<file path="src/design/ccpd_pkg.sv">
// ----------------------------------------------------------------------------
// ccpd_pkg
// Shared types, constants and the bytewise CRC-16-CCITT function for the
// COBS/CRC packet decoder.
// ----------------------------------------------------------------------------
`default_nettype none

package ccpd_pkg;

    // Frame limits.
    localparam int unsigned MAX_PAYLOAD = 256;
    localparam int unsigned RAW_LIMIT   = MAX_PAYLOAD + 8;

    // CRC-16-CCITT.
    localparam logic [15:0] CRC_INIT = 16'hFFFF;
    localparam logic [15:0] CRC_POLY = 16'h1021;

    // COBS code that opens a full block with no implied zero.
    localparam logic [7:0] COBS_FULL_CODE = 8'hFF;

    // Header layout in raw byte positions.
    localparam logic [15:0] IDX_VERSION = 16'd0;
    localparam logic [15:0] IDX_TYPE    = 16'd1;
    localparam logic [15:0] IDX_SEQ_LO  = 16'd2;
    localparam logic [15:0] IDX_SEQ_HI  = 16'd3;
    localparam logic [15:0] IDX_LEN_LO  = 16'd4;
    localparam logic [15:0] IDX_LEN_HI  = 16'd5;
    localparam logic [15:0] HDR_BYTES   = 16'd6;
    localparam logic [15:0] FRAME_OVH   = 16'd8;

    // Summary status codes.
    localparam logic [2:0] ST_OK      = 3'd0;
    localparam logic [2:0] ST_COBS    = 3'd1;
    localparam logic [2:0] ST_LENGTH  = 3'd2;
    localparam logic [2:0] ST_CRC     = 3'd3;
    localparam logic [2:0] ST_VERSION = 3'd4;

    // Result queue sizing.
    localparam int unsigned QDEPTH = 4;
    localparam int unsigned QPTR_W = $clog2(QDEPTH);
    localparam int unsigned QCNT_W = $clog2(QDEPTH + 1);

    typedef struct packed {
        logic [7:0] enc_byte;
        logic       frame_last;
    } in_item_t;

    typedef struct packed {
        logic        is_summary;
        logic [7:0]  payload_byte;
        logic [2:0]  status;
        logic [7:0]  msg_kind;
        logic [15:0] sequence_res;
        logic [15:0] payload_len;
    } out_item_t;

    // Everything one input transaction produces: an optional payload byte
    // followed by an optional end-of-frame summary.
    typedef struct packed {
        logic      pay_valid;
        logic      sum_valid;
        out_item_t pay;
        out_item_t sum;
    } res_pair_t;

    // One byte through CRC-16-CCITT, MSB first.
    function automatic logic [15:0] crc_byte(input logic [15:0] crc_in,
                                             input logic [7:0]  v);
        logic [15:0] c;
        c = crc_in ^ {v, 8'h00};
        for (int k = 0; k < 8; k++) begin
            if (c[15]) begin
                c = {c[14:0], 1'b0} ^ CRC_POLY;
            end else begin
                c = {c[14:0], 1'b0};
            end
        end
        return c;
    endfunction

endpackage

`default_nettype wire

</file>
<file path="src/design/ccpd_core.sv">
// ----------------------------------------------------------------------------
// ccpd_core
// Per-frame COBS decode, header capture, CRC hold line and status check.
// Consumes one registered input byte per firing cycle.
// ----------------------------------------------------------------------------
`default_nettype none

module ccpd_core (
    input  wire logic                aclk,
    input  wire logic                aresetn,
    input  wire logic                fire,
    input  wire ccpd_pkg::in_item_t  in_item,
    input  wire logic [7:0]          expected_version,
    output ccpd_pkg::res_pair_t      pair
);

    logic [7:0]  block_left_reg,   block_left_next;
    logic        await_code_reg,   await_code_next;
    logic        zero_pending_reg, zero_pending_next;
    logic [15:0] raw_count_reg,    raw_count_next;
    logic [15:0] crc_reg,          crc_next;
    logic [7:0]  hold0_reg,        hold0_next;
    logic [7:0]  hold1_reg,        hold1_next;
    logic [7:0]  version_reg,      version_next;
    logic [7:0]  type_reg,         type_next;
    logic [15:0] seq_reg,          seq_next;
    logic [15:0] len_reg,          len_next;
    logic        failed_reg,       failed_next;

    logic        overflow;
    logic        push_en;
    logic [7:0]  push_val;
    logic        len_ok;
    logic [2:0]  status;

    // A raw byte at this index would exceed the frame capacity.
    assign overflow = ({1'b0, raw_count_reg} >= 17'(ccpd_pkg::RAW_LIMIT)) ||
                      (raw_count_reg == 16'hFFFF);

    always_comb begin
        block_left_next   = block_left_reg;
        await_code_next   = await_code_reg;
        zero_pending_next = zero_pending_reg;
        raw_count_next    = raw_count_reg;
        crc_next          = crc_reg;
        hold0_next        = hold0_reg;
        hold1_next        = hold1_reg;
        version_next      = version_reg;
        type_next         = type_reg;
        seq_next          = seq_reg;
        len_next          = len_reg;
        failed_next       = failed_reg;
        push_en           = 1'b0;
        push_val          = 8'h00;
        pair              = '0;
        len_ok            = 1'b0;
        status            = ccpd_pkg::ST_OK;

        // COBS decode: at most one raw byte comes out per encoded byte.
        if (!failed_reg) begin
            if (await_code_reg) begin
                if (zero_pending_reg) begin
                    zero_pending_next = 1'b0;
                    push_en           = 1'b1;
                end
                if (!(push_en && overflow)) begin
                    if (in_item.enc_byte == 8'h00) begin
                        failed_next = 1'b1;
                    end else begin
                        block_left_next   = in_item.enc_byte - 8'd1;
                        zero_pending_next = (in_item.enc_byte != ccpd_pkg::COBS_FULL_CODE);
                        await_code_next   = (in_item.enc_byte == 8'd1);
                    end
                end
            end else begin
                push_en  = 1'b1;
                push_val = in_item.enc_byte;
                if (block_left_reg != 8'd0) begin
                    block_left_next = block_left_reg - 8'd1;
                end
                if (block_left_reg <= 8'd1) begin
                    await_code_next = 1'b1;
                end
            end
        end

        // Raw byte handling: header capture, payload emission, CRC hold line.
        if (push_en) begin
            if (overflow) begin
                failed_next = 1'b1;
            end else begin
                if (raw_count_reg == ccpd_pkg::IDX_VERSION) begin
                    version_next = push_val;
                end
                if (raw_count_reg == ccpd_pkg::IDX_TYPE) begin
                    type_next = push_val;
                end
                if (raw_count_reg == ccpd_pkg::IDX_SEQ_LO) begin
                    seq_next[7:0] = push_val;
                end
                if (raw_count_reg == ccpd_pkg::IDX_SEQ_HI) begin
                    seq_next[15:8] = push_val;
                end
                if (raw_count_reg == ccpd_pkg::IDX_LEN_LO) begin
                    len_next[7:0] = push_val;
                end
                if (raw_count_reg == ccpd_pkg::IDX_LEN_HI) begin
                    len_next[15:8] = push_val;
                end
                if ((raw_count_reg >= ccpd_pkg::HDR_BYTES) &&
                    ({1'b0, len_reg} <= 17'(ccpd_pkg::MAX_PAYLOAD)) &&
                    ((raw_count_reg - ccpd_pkg::HDR_BYTES) < len_reg)) begin
                    pair.pay_valid        = 1'b1;
                    pair.pay.payload_byte = push_val;
                end
                if (raw_count_reg >= ccpd_pkg::IDX_SEQ_LO) begin
                    crc_next = ccpd_pkg::crc_byte(crc_reg, hold0_reg);
                end
                hold0_next     = hold1_reg;
                hold1_next     = push_val;
                raw_count_next = raw_count_reg + 16'd1;
            end
        end

        // End-of-frame summary, checked in priority order.
        if (in_item.frame_last) begin
            len_ok = (raw_count_next >= ccpd_pkg::FRAME_OVH) &&
                     ({1'b0, len_next} <= 17'(ccpd_pkg::MAX_PAYLOAD)) &&
                     ({1'b0, raw_count_next} ==
                      ({1'b0, len_next} + {1'b0, ccpd_pkg::FRAME_OVH}));
            priority if (failed_next || !await_code_next || raw_count_next == 16'd0) begin
                status = ccpd_pkg::ST_COBS;
            end else if (!len_ok) begin
                status = ccpd_pkg::ST_LENGTH;
            end else if ({hold1_next, hold0_next} != crc_next) begin
                status = ccpd_pkg::ST_CRC;
            end else if (version_next != expected_version) begin
                status = ccpd_pkg::ST_VERSION;
            end else begin
                status = ccpd_pkg::ST_OK;
            end
            pair.sum_valid        = 1'b1;
            pair.sum.is_summary   = 1'b1;
            pair.sum.status       = status;
            pair.sum.msg_kind     = type_next;
            pair.sum.sequence_res = seq_next;
            pair.sum.payload_len  = len_next;

            // Frame done: every piece of frame state starts over.
            block_left_next   = 8'd0;
            await_code_next   = 1'b1;
            zero_pending_next = 1'b0;
            raw_count_next    = 16'd0;
            crc_next          = ccpd_pkg::CRC_INIT;
            hold0_next        = 8'd0;
            hold1_next        = 8'd0;
            version_next      = 8'd0;
            type_next         = 8'd0;
            seq_next          = 16'd0;
            len_next          = 16'd0;
            failed_next       = 1'b0;
        end
    end

    always_ff @(posedge aclk) begin
        if (!aresetn) begin
            block_left_reg   <= 8'd0;
            await_code_reg   <= 1'b1;
            zero_pending_reg <= 1'b0;
            raw_count_reg    <= 16'd0;
            crc_reg          <= ccpd_pkg::CRC_INIT;
            hold0_reg        <= 8'd0;
            hold1_reg        <= 8'd0;
            version_reg      <= 8'd0;
            type_reg         <= 8'd0;
            seq_reg          <= 16'd0;
            len_reg          <= 16'd0;
            failed_reg       <= 1'b0;
        end else if (fire) begin
            block_left_reg   <= block_left_next;
            await_code_reg   <= await_code_next;
            zero_pending_reg <= zero_pending_next;
            raw_count_reg    <= raw_count_next;
            crc_reg          <= crc_next;
            hold0_reg        <= hold0_next;
            hold1_reg        <= hold1_next;
            version_reg      <= version_next;
            type_reg         <= type_next;
            seq_reg          <= seq_next;
            len_reg          <= len_next;
            failed_reg       <= failed_next;
        end
    end

    // While data bytes of a block are due, at least one is still owed.
    a_block_owed: assert property (@(posedge aclk) disable iff (!aresetn)
        !await_code_reg |-> block_left_reg != 8'd0)
        else $error("ccpd_core: data state with no data bytes owed");

    // The raw byte count never runs past the frame capacity.
    a_raw_bound: assert property (@(posedge aclk) disable iff (!aresetn)
        {1'b0, raw_count_reg} <= 17'(ccpd_pkg::RAW_LIMIT))
        else $error("ccpd_core: raw count beyond capacity");

    // After a frame-end byte is consumed, the frame state is back to idle.
    a_frame_clear: assert property (@(posedge aclk) disable iff (!aresetn)
        fire && in_item.frame_last |=> raw_count_reg == 16'd0 && await_code_reg &&
                                       !failed_reg && crc_reg == ccpd_pkg::CRC_INIT)
        else $error("ccpd_core: frame state not cleared after frame end");

endmodule

`default_nettype wire

</file>
<file path="src/design/ccpd_res_queue.sv">
// ----------------------------------------------------------------------------
// ccpd_res_queue
// Small result queue. Each entry holds what one input transaction produced
// (payload byte and/or summary); the two halves are sent in that order.
// ----------------------------------------------------------------------------
`default_nettype none

module ccpd_res_queue (
    input  wire logic                 aclk,
    input  wire logic                 aresetn,
    input  wire logic                 push,
    input  wire ccpd_pkg::res_pair_t  push_data,
    output logic                      full,
    output logic                      m_valid,
    input  wire logic                 m_ready,
    output ccpd_pkg::out_item_t       m_item
);

    ccpd_pkg::res_pair_t              mem_reg [ccpd_pkg::QDEPTH];
    logic [ccpd_pkg::QPTR_W-1:0]      wr_ptr_reg, wr_ptr_next;
    logic [ccpd_pkg::QPTR_W-1:0]      rd_ptr_reg, rd_ptr_next;
    logic [ccpd_pkg::QCNT_W-1:0]      count_reg,  count_next;
    logic                             pay_done_reg, pay_done_next;

    ccpd_pkg::res_pair_t              head;
    logic                             show_pay;
    logic                             pop;
    logic                             retire;

    assign head     = mem_reg[rd_ptr_reg];
    assign m_valid  = (count_reg != '0);
    assign full     = (count_reg == ccpd_pkg::QCNT_W'(ccpd_pkg::QDEPTH));
    assign show_pay = head.pay_valid && !pay_done_reg;
    assign m_item   = show_pay ? head.pay : head.sum;
    assign pop      = m_valid && m_ready;
    assign retire   = pop && !(show_pay && head.sum_valid);

    always_comb begin
        wr_ptr_next   = push ? wr_ptr_reg + ccpd_pkg::QPTR_W'(1) : wr_ptr_reg;
        rd_ptr_next   = retire ? rd_ptr_reg + ccpd_pkg::QPTR_W'(1) : rd_ptr_reg;
        count_next    = count_reg;
        pay_done_next = pay_done_reg;
        if (push && !retire) begin
            count_next = count_reg + ccpd_pkg::QCNT_W'(1);
        end else if (!push && retire) begin
            count_next = count_reg - ccpd_pkg::QCNT_W'(1);
        end
        if (retire) begin
            pay_done_next = 1'b0;
        end else if (pop) begin
            pay_done_next = 1'b1;
        end
    end

    always_ff @(posedge aclk) begin
        if (push) begin
            mem_reg[wr_ptr_reg] <= push_data;
        end
    end

    always_ff @(posedge aclk) begin
        if (!aresetn) begin
            wr_ptr_reg   <= '0;
            rd_ptr_reg   <= '0;
            count_reg    <= '0;
            pay_done_reg <= 1'b0;
        end else begin
            wr_ptr_reg   <= wr_ptr_next;
            rd_ptr_reg   <= rd_ptr_next;
            count_reg    <= count_next;
            pay_done_reg <= pay_done_next;
        end
    end

    // Nothing is ever written into a full queue.
    a_no_overrun: assert property (@(posedge aclk) disable iff (!aresetn)
        push |-> !full)
        else $error("ccpd_res_queue: push into a full queue");

    // A stored entry always carries at least one result.
    a_head_nonempty: assert property (@(posedge aclk) disable iff (!aresetn)
        m_valid |-> (head.pay_valid || head.sum_valid))
        else $error("ccpd_res_queue: empty entry at head");

    // The payload half is marked sent only for an entry that still has a summary.
    a_half_sent: assert property (@(posedge aclk) disable iff (!aresetn)
        pay_done_reg |-> (m_valid && head.pay_valid && head.sum_valid))
        else $error("ccpd_res_queue: half-sent mark on wrong entry");

endmodule

`default_nettype wire

</file>
<file path="src/design/cobs_crc_packet_decoder_unit.sv">
// ----------------------------------------------------------------------------
// cobs_crc_packet_decoder_unit
// COBS deframer with CRC-16-CCITT check, header capture and cut-through
// payload output.
// ----------------------------------------------------------------------------
//
//  Channel   Ports                         Carries
//  --------  ----------------------------  ------------------------------------
//  input     s_valid, s_ready, s_item      one encoded byte plus frame-end flag
//  result    m_valid, m_ready, m_item      payload byte or end-of-frame summary
//  config    cfg_wr_en, cfg_wr_data        expected protocol version byte
//
//  An accepted transaction lands in an input register and is decoded from
//  there whenever the result queue has a free entry, so the block takes
//  one byte per cycle; its results are written into the queue first.
//  A frame-end byte can produce two results (last payload byte and summary),
//  which leave the result port one after the other; the four-entry queue absorbs this.
//  A stall on m_ready fills the queue, then holds the input register, and
//  s_ready drops. Reset (aresetn, synchronous, active low) empties both stages,
//  clears frame state and sets the expected version to 1.
//
`default_nettype none

module cobs_crc_packet_decoder_unit (
    input  wire logic                 aclk,
    input  wire logic                 aresetn,

    input  wire logic                 s_valid,
    output logic                      s_ready,
    input  wire ccpd_pkg::in_item_t   s_item,

    output logic                      m_valid,
    input  wire logic                 m_ready,
    output ccpd_pkg::out_item_t       m_item,

    input  wire logic                 cfg_wr_en,
    input  wire logic [7:0]           cfg_wr_data
);

    // Input register: one encoded byte waiting to be decoded.
    logic                 in_valid_reg, in_valid_next;
    ccpd_pkg::in_item_t   in_item_reg;
    logic [7:0]           exp_version_reg;

    logic                 q_full;
    logic                 fire;
    ccpd_pkg::res_pair_t  pair;
    logic                 push;

    // The held byte is decoded whenever the queue can take its results, and
    // the input register refills in the same cycle.
    assign fire    = in_valid_reg && !q_full;
    assign s_ready = !in_valid_reg || fire;
    assign push    = fire && (pair.pay_valid || pair.sum_valid);

    always_comb begin
        in_valid_next = in_valid_reg;
        if (s_valid && s_ready) begin
            in_valid_next = 1'b1;
        end else if (fire) begin
            in_valid_next = 1'b0;
        end
    end

    always_ff @(posedge aclk) begin
        if (!aresetn) begin
            in_valid_reg    <= 1'b0;
            exp_version_reg <= 8'd1;
        end else begin
            in_valid_reg <= in_valid_next;
            if (cfg_wr_en) begin
                exp_version_reg <= cfg_wr_data;
            end
        end
    end

    // Payload register: only loaded on a completed input transaction.
    always_ff @(posedge aclk) begin
        if (s_valid && s_ready) begin
            in_item_reg <= s_item;
        end
    end

    ccpd_core u_core (
        .aclk             (aclk),
        .aresetn          (aresetn),
        .fire             (fire),
        .in_item          (in_item_reg),
        .expected_version (exp_version_reg),
        .pair             (pair)
    );

    ccpd_res_queue u_queue (
        .aclk      (aclk),
        .aresetn   (aresetn),
        .push      (push),
        .push_data (pair),
        .full      (q_full),
        .m_valid   (m_valid),
        .m_ready   (m_ready),
        .m_item    (m_item)
    );

    // A byte held back by a full queue is decoded as soon as the queue drains.
    a_hold_until_room: assert property (@(posedge aclk) disable iff (!aresetn)
        in_valid_reg && q_full |=> in_valid_reg)
        else $error("cobs_crc_packet_decoder_unit: held byte lost");

    // A frame-end byte always yields a summary when it is decoded.
    a_summary_on_last: assert property (@(posedge aclk) disable iff (!aresetn)
        fire && in_item_reg.frame_last |-> pair.sum_valid)
        else $error("cobs_crc_packet_decoder_unit: frame end without summary");

endmodule

`default_nettype wire
</file>
<file path="config.mk">
export PLATFORM = sky130hd
export DESIGN_NAME = cobs_crc_packet_decoder_unit
export DESIGN_NICKNAME = d
export VERILOG_FILES = /design/src/design/ccpd_pkg.sv /design/src/design/ccpd_core.sv /design/src/design/ccpd_res_queue.sv /design/src/design/cobs_crc_packet_decoder_unit.sv
export SDC_FILE = /design/constraint.sdc
export NUM_CORES = 1
export LEC_CHECK = 0
export BUFFER_PORTS_ARGS = -buffer_cell sky130_fd_sc_hd__clkbuf_2
export CAP_MARGIN = 20
export CORE_MARGIN = 2
export CORE_UTILIZATION = 60
export DETAILED_ROUTE_END_ITERATION = 16
export PLACE_DENSITY_LB_ADDON = 0.2
export SYNTH_ARGS = -nofsm -noshare
export SYNTH_HDL_FRONTEND = slang
export SYNTH_SLANG_ARGS = --single-unit
export TNS_END_PERCENT = 50
</file>
<file path="constraint.sdc">
create_clock -name aclk -period 8.1 [get_ports aclk]
set_input_delay 1.62 -clock aclk [delete_from_list [all_inputs] [get_ports aclk]]
set_output_delay 1.62 -clock aclk [all_outputs]
set_load 0.01 [all_outputs]
</file>
==> qor.csv <==
stage,metric,value,unit
final_layout,finalNetCount,1613,
clocking,cts.reportedPaths.clkPinSlew,0.06,ns
logic_synthesis,synth_most_common_cell,edfxtp_1,
logic_synthesis,yosysWarnings,0,
global_route,antenna_found_initial,0,
global_route,grt_max_degree,100,
clocking,clockBufferDepth,3,
routing,avgViaCountPerCell,6.47,
setup_path,path_cells,nor4_2 -> nand2_1 -> or2_2 -> nor2_1 -> xor2_1 -> ha_1 -> a21o_1 -> a21oi_1 -> nand2_1 -> a211oi_1 -> o21ai_1 -> buf_4 -> a21oi_1 -> and2_2 -> buf_4,
logic_synthesis,synth_seq_cells,347,
setup_path,cp_slowest_cell,and2_2,
logic_synthesis,synth_top_area_cell,edfxtp_1,
timing,setup_viol,0,
timing,skew,0.0164,ns
routing,ant_nets,0,
routing,top_layer_used,met4,
logic_synthesis,synth.yosys.seq_area_share,0.528,
pwr,vdd_drop_max,223,uV
global_route,grt_remaining_overflow,0,
final_layout,synthToLayoutAreaGrowth,10.4,%
logic_synthesis,synth.area.top_cells,"edfxtp_1 (38%), dfxtp_1 (15%), mux4_2 (6.9%)",
timing,fin_crit_sh,0.661,
logic_synthesis,avgSynthCellArea,11.4,um^2
worst_hold_path,hp-start,u_core.seq_reg[9],
clocking,htreeDepth,2,
final_layout,largest_reg_flops,212,
setup_path,worstPathMaxFanout,35,
die,rows,62,
die,die_y,174,um
final_layout,layout-drive-gt1-share,0.154,
setup_path,endpoint_kind,register,
timing,drv_slew,0,
global_route,grt_use_total,0.306,
run,maxCapViolCount,0,
clocking,cts_hold_buf,0,
timing,worst_pin_slew,1.03,ns
setup_path,crit_type,reg2reg,
logic_synthesis,synth_compound_area_frac,0.122,
logic_synthesis,synthAdderAreaFrac,0.0242,
routing,wl_met2,21.7,mm
clocking,ctsRootBufferMaster,clkbuf_16,
routing,dr.first_iter.drc_count,1504,
routing,drc,0,
clocking,cts_sinks,347,
routing,vias,12730,
placed_design,place_congestion,0.999,
setup_path,arrival,5.56,ns
logic_synthesis,synth_common_cells,"edfxtp_1 (221), dfxtp_1 (126), nor2b_1 (122), nor2_1 (114), nand2_1 (89)",
final_layout,multi_input_area,0.00762,mm^2
setup_path,cp_top_family,simple AND/OR/NAND/NOR gates,
clocking,cts_tree,built,
die,core,0.0285,mm^2
timing,period_needed,5.35,ns
logic_synthesis,synth.cell_area,0.0173,mm^2
clocking,worstSkewPairLatency,0.54,ns
timing,clock.fmax,187,MHz
die,die-width,174,um
die,io_pins,76,
setup_path,reg2reg_from,u_core.raw_count_reg[3],
timing,setup_tns,0,ns
final_layout,regArea,0.00916,mm^2
final_layout,fillers,2179,
final_layout,final_util,0.671,
routing,wl_per_cell,23.6,um
timing,max_slew_margin,0.316,
routing,wl_met1,18.5,mm
timing,rsz0062_at_grt,no,
routing,dr.pass1.iters,6,
logic_synthesis,netlist.area_leader.share,0.383,
setup_path,required,8.30,ns
final_layout,num_antenna_cells,0,
final_layout,stdcell_count,1969,
setup_path,start_kind,register,
logic_synthesis,synth_mux_area_frac,0.0798,
logic_synthesis,synthArstFlopShare,0,
global_route,first_global_vias,12462,
logic_synthesis,synth_enable_flop_cells,221,
pwr,power.total,4.56,mW
pwr,p_leak,6.37,nW
placed_design,place_ws,2.76,ns
logic_synthesis,synth-simple-area-share,0.163,
timing,hold_viol,0,
logic_synthesis,synth_cell_type_count,80,
pwr,power.density,238,mW/mm^2
worst_hold_path,hold_class,reg2reg,
die,dieArea,0.0303,mm^2
placed_design,hpwlAfterDp,30.3,mm
global_route,grt_pass1_wl,71.4,mm
clocking,cts-resized-gates,0,
setup_path,critPathLaunch,u_core.raw_count_reg[3],
placed_design,place.port_buffers,75,
logic_synthesis,synth_ff_type,edfxtp_1,
logic_synthesis,synth_top_family_by_area,simple AND/OR/NAND/NOR gates,
logic_synthesis,synth_cells,1516,
placed_design,post-place-cells,1902,
logic_synthesis,synth_xor_area_frac,0.0494,
routing,routed_wl,46.4,mm
routing,dr_wl_met3,3.83,mm
logic_synthesis,syn-num-nets,1571,
die,start_util,0.608,
timing,fin_ws,2.75,ns
clocking,postCtsSetupRepairBufs,0,
setup_path,worst-path-buf-inv,2,
run_status,status,completed,
setup_path,max_stage_delay,0.93,ns
clocking,numCtsBuffers,37,
[cell families (layout without fill, tap and decap cells)]
kind of cell,count (synthesis),count (layout)
AOI/OAI and AO/OA,313,313
muxes,72,72
adders and majority gates,33,33
and+or+nand+nor,520,520
buffers and inverters,138,207
xor gates and xnor gates,93,93
DFF,347,347
[path summary, 6_finish.rpt]
check / cells after the start / endpoint / slack (ns)
max reg2reg: 15 / u_queue.mem_reg[1][18] / 2.75
min reg2reg: 2 / u_core.seq_reg[9] / 0.48
max: 15 / u_queue.mem_reg[1][18] / 2.75
min: 2 / u_core.seq_reg[9] / 0.48
[per-layer routing]
layer	GRT usage	vias up
met5	0	-
met4	0.135	0
met3	0.0514	151
met2	0.498	628
met1	0.407	6217
li1	-	5734
[cells in the final DEF, fill, tap and decap left out, types with 24 or more instances in the layout]
| master | n |
|---|---|
| clkbuf_2 | 74 |
| ha_1 | 32 |
| clkbuf_16 | 37 |
| xor2_1 | 40 |
| a32oi_1 | 24 |
| o21ai_0 | 38 |
| a21oi_1 | 69 |
| nor3_1 | 30 |
| nand2_1 | 89 |
| dfxtp_1 | 124 |
| a22oi_1 | 49 |
| edfxtp_1 | 221 |
| o22ai_1 | 26 |
| inv_1 | 43 |
| and2_1 | 42 |
| nor2_1 | 114 |
| nor2b_1 | 121 |
| xnor2_1 | 50 |
| mux4_2 | 53 |
[power by group]
part	internal, mW	switching, mW
combinational	0.408	0.515
sequential	1.92	0.0631
clock	0.932	0.717
total	3.26	1.30
[tightest hold or removal path, cell delays in order, from the launching register on]
cell,delay [ns]
dfxtp_1,0.31
nand2_1,0.05
a21boi_0,0.07
[area by class of cell]
type | count | share of cell area
clock inverters | 23 | 0.0106
clock buffers | 43 | 0.0506
multi-input cells | 1031 | 0.398
flip-flops and latches | 347 | 0.479
repair buffers | 98 | 0.0285
well taps | 384 | 0.0251
inverters | 43 | 0.00843
[stage by stage]
step                      cell area, um^2  hold WS [ns]
after detailed placement            18000         0.469
after floorplan                     17300         0.441
after global placement              18000         0.452
after global routing                19100         0.514
after CTS                           19100         0.478
final                               19100         0.481
Note: power is estimated with default switching activity, not from simulation.
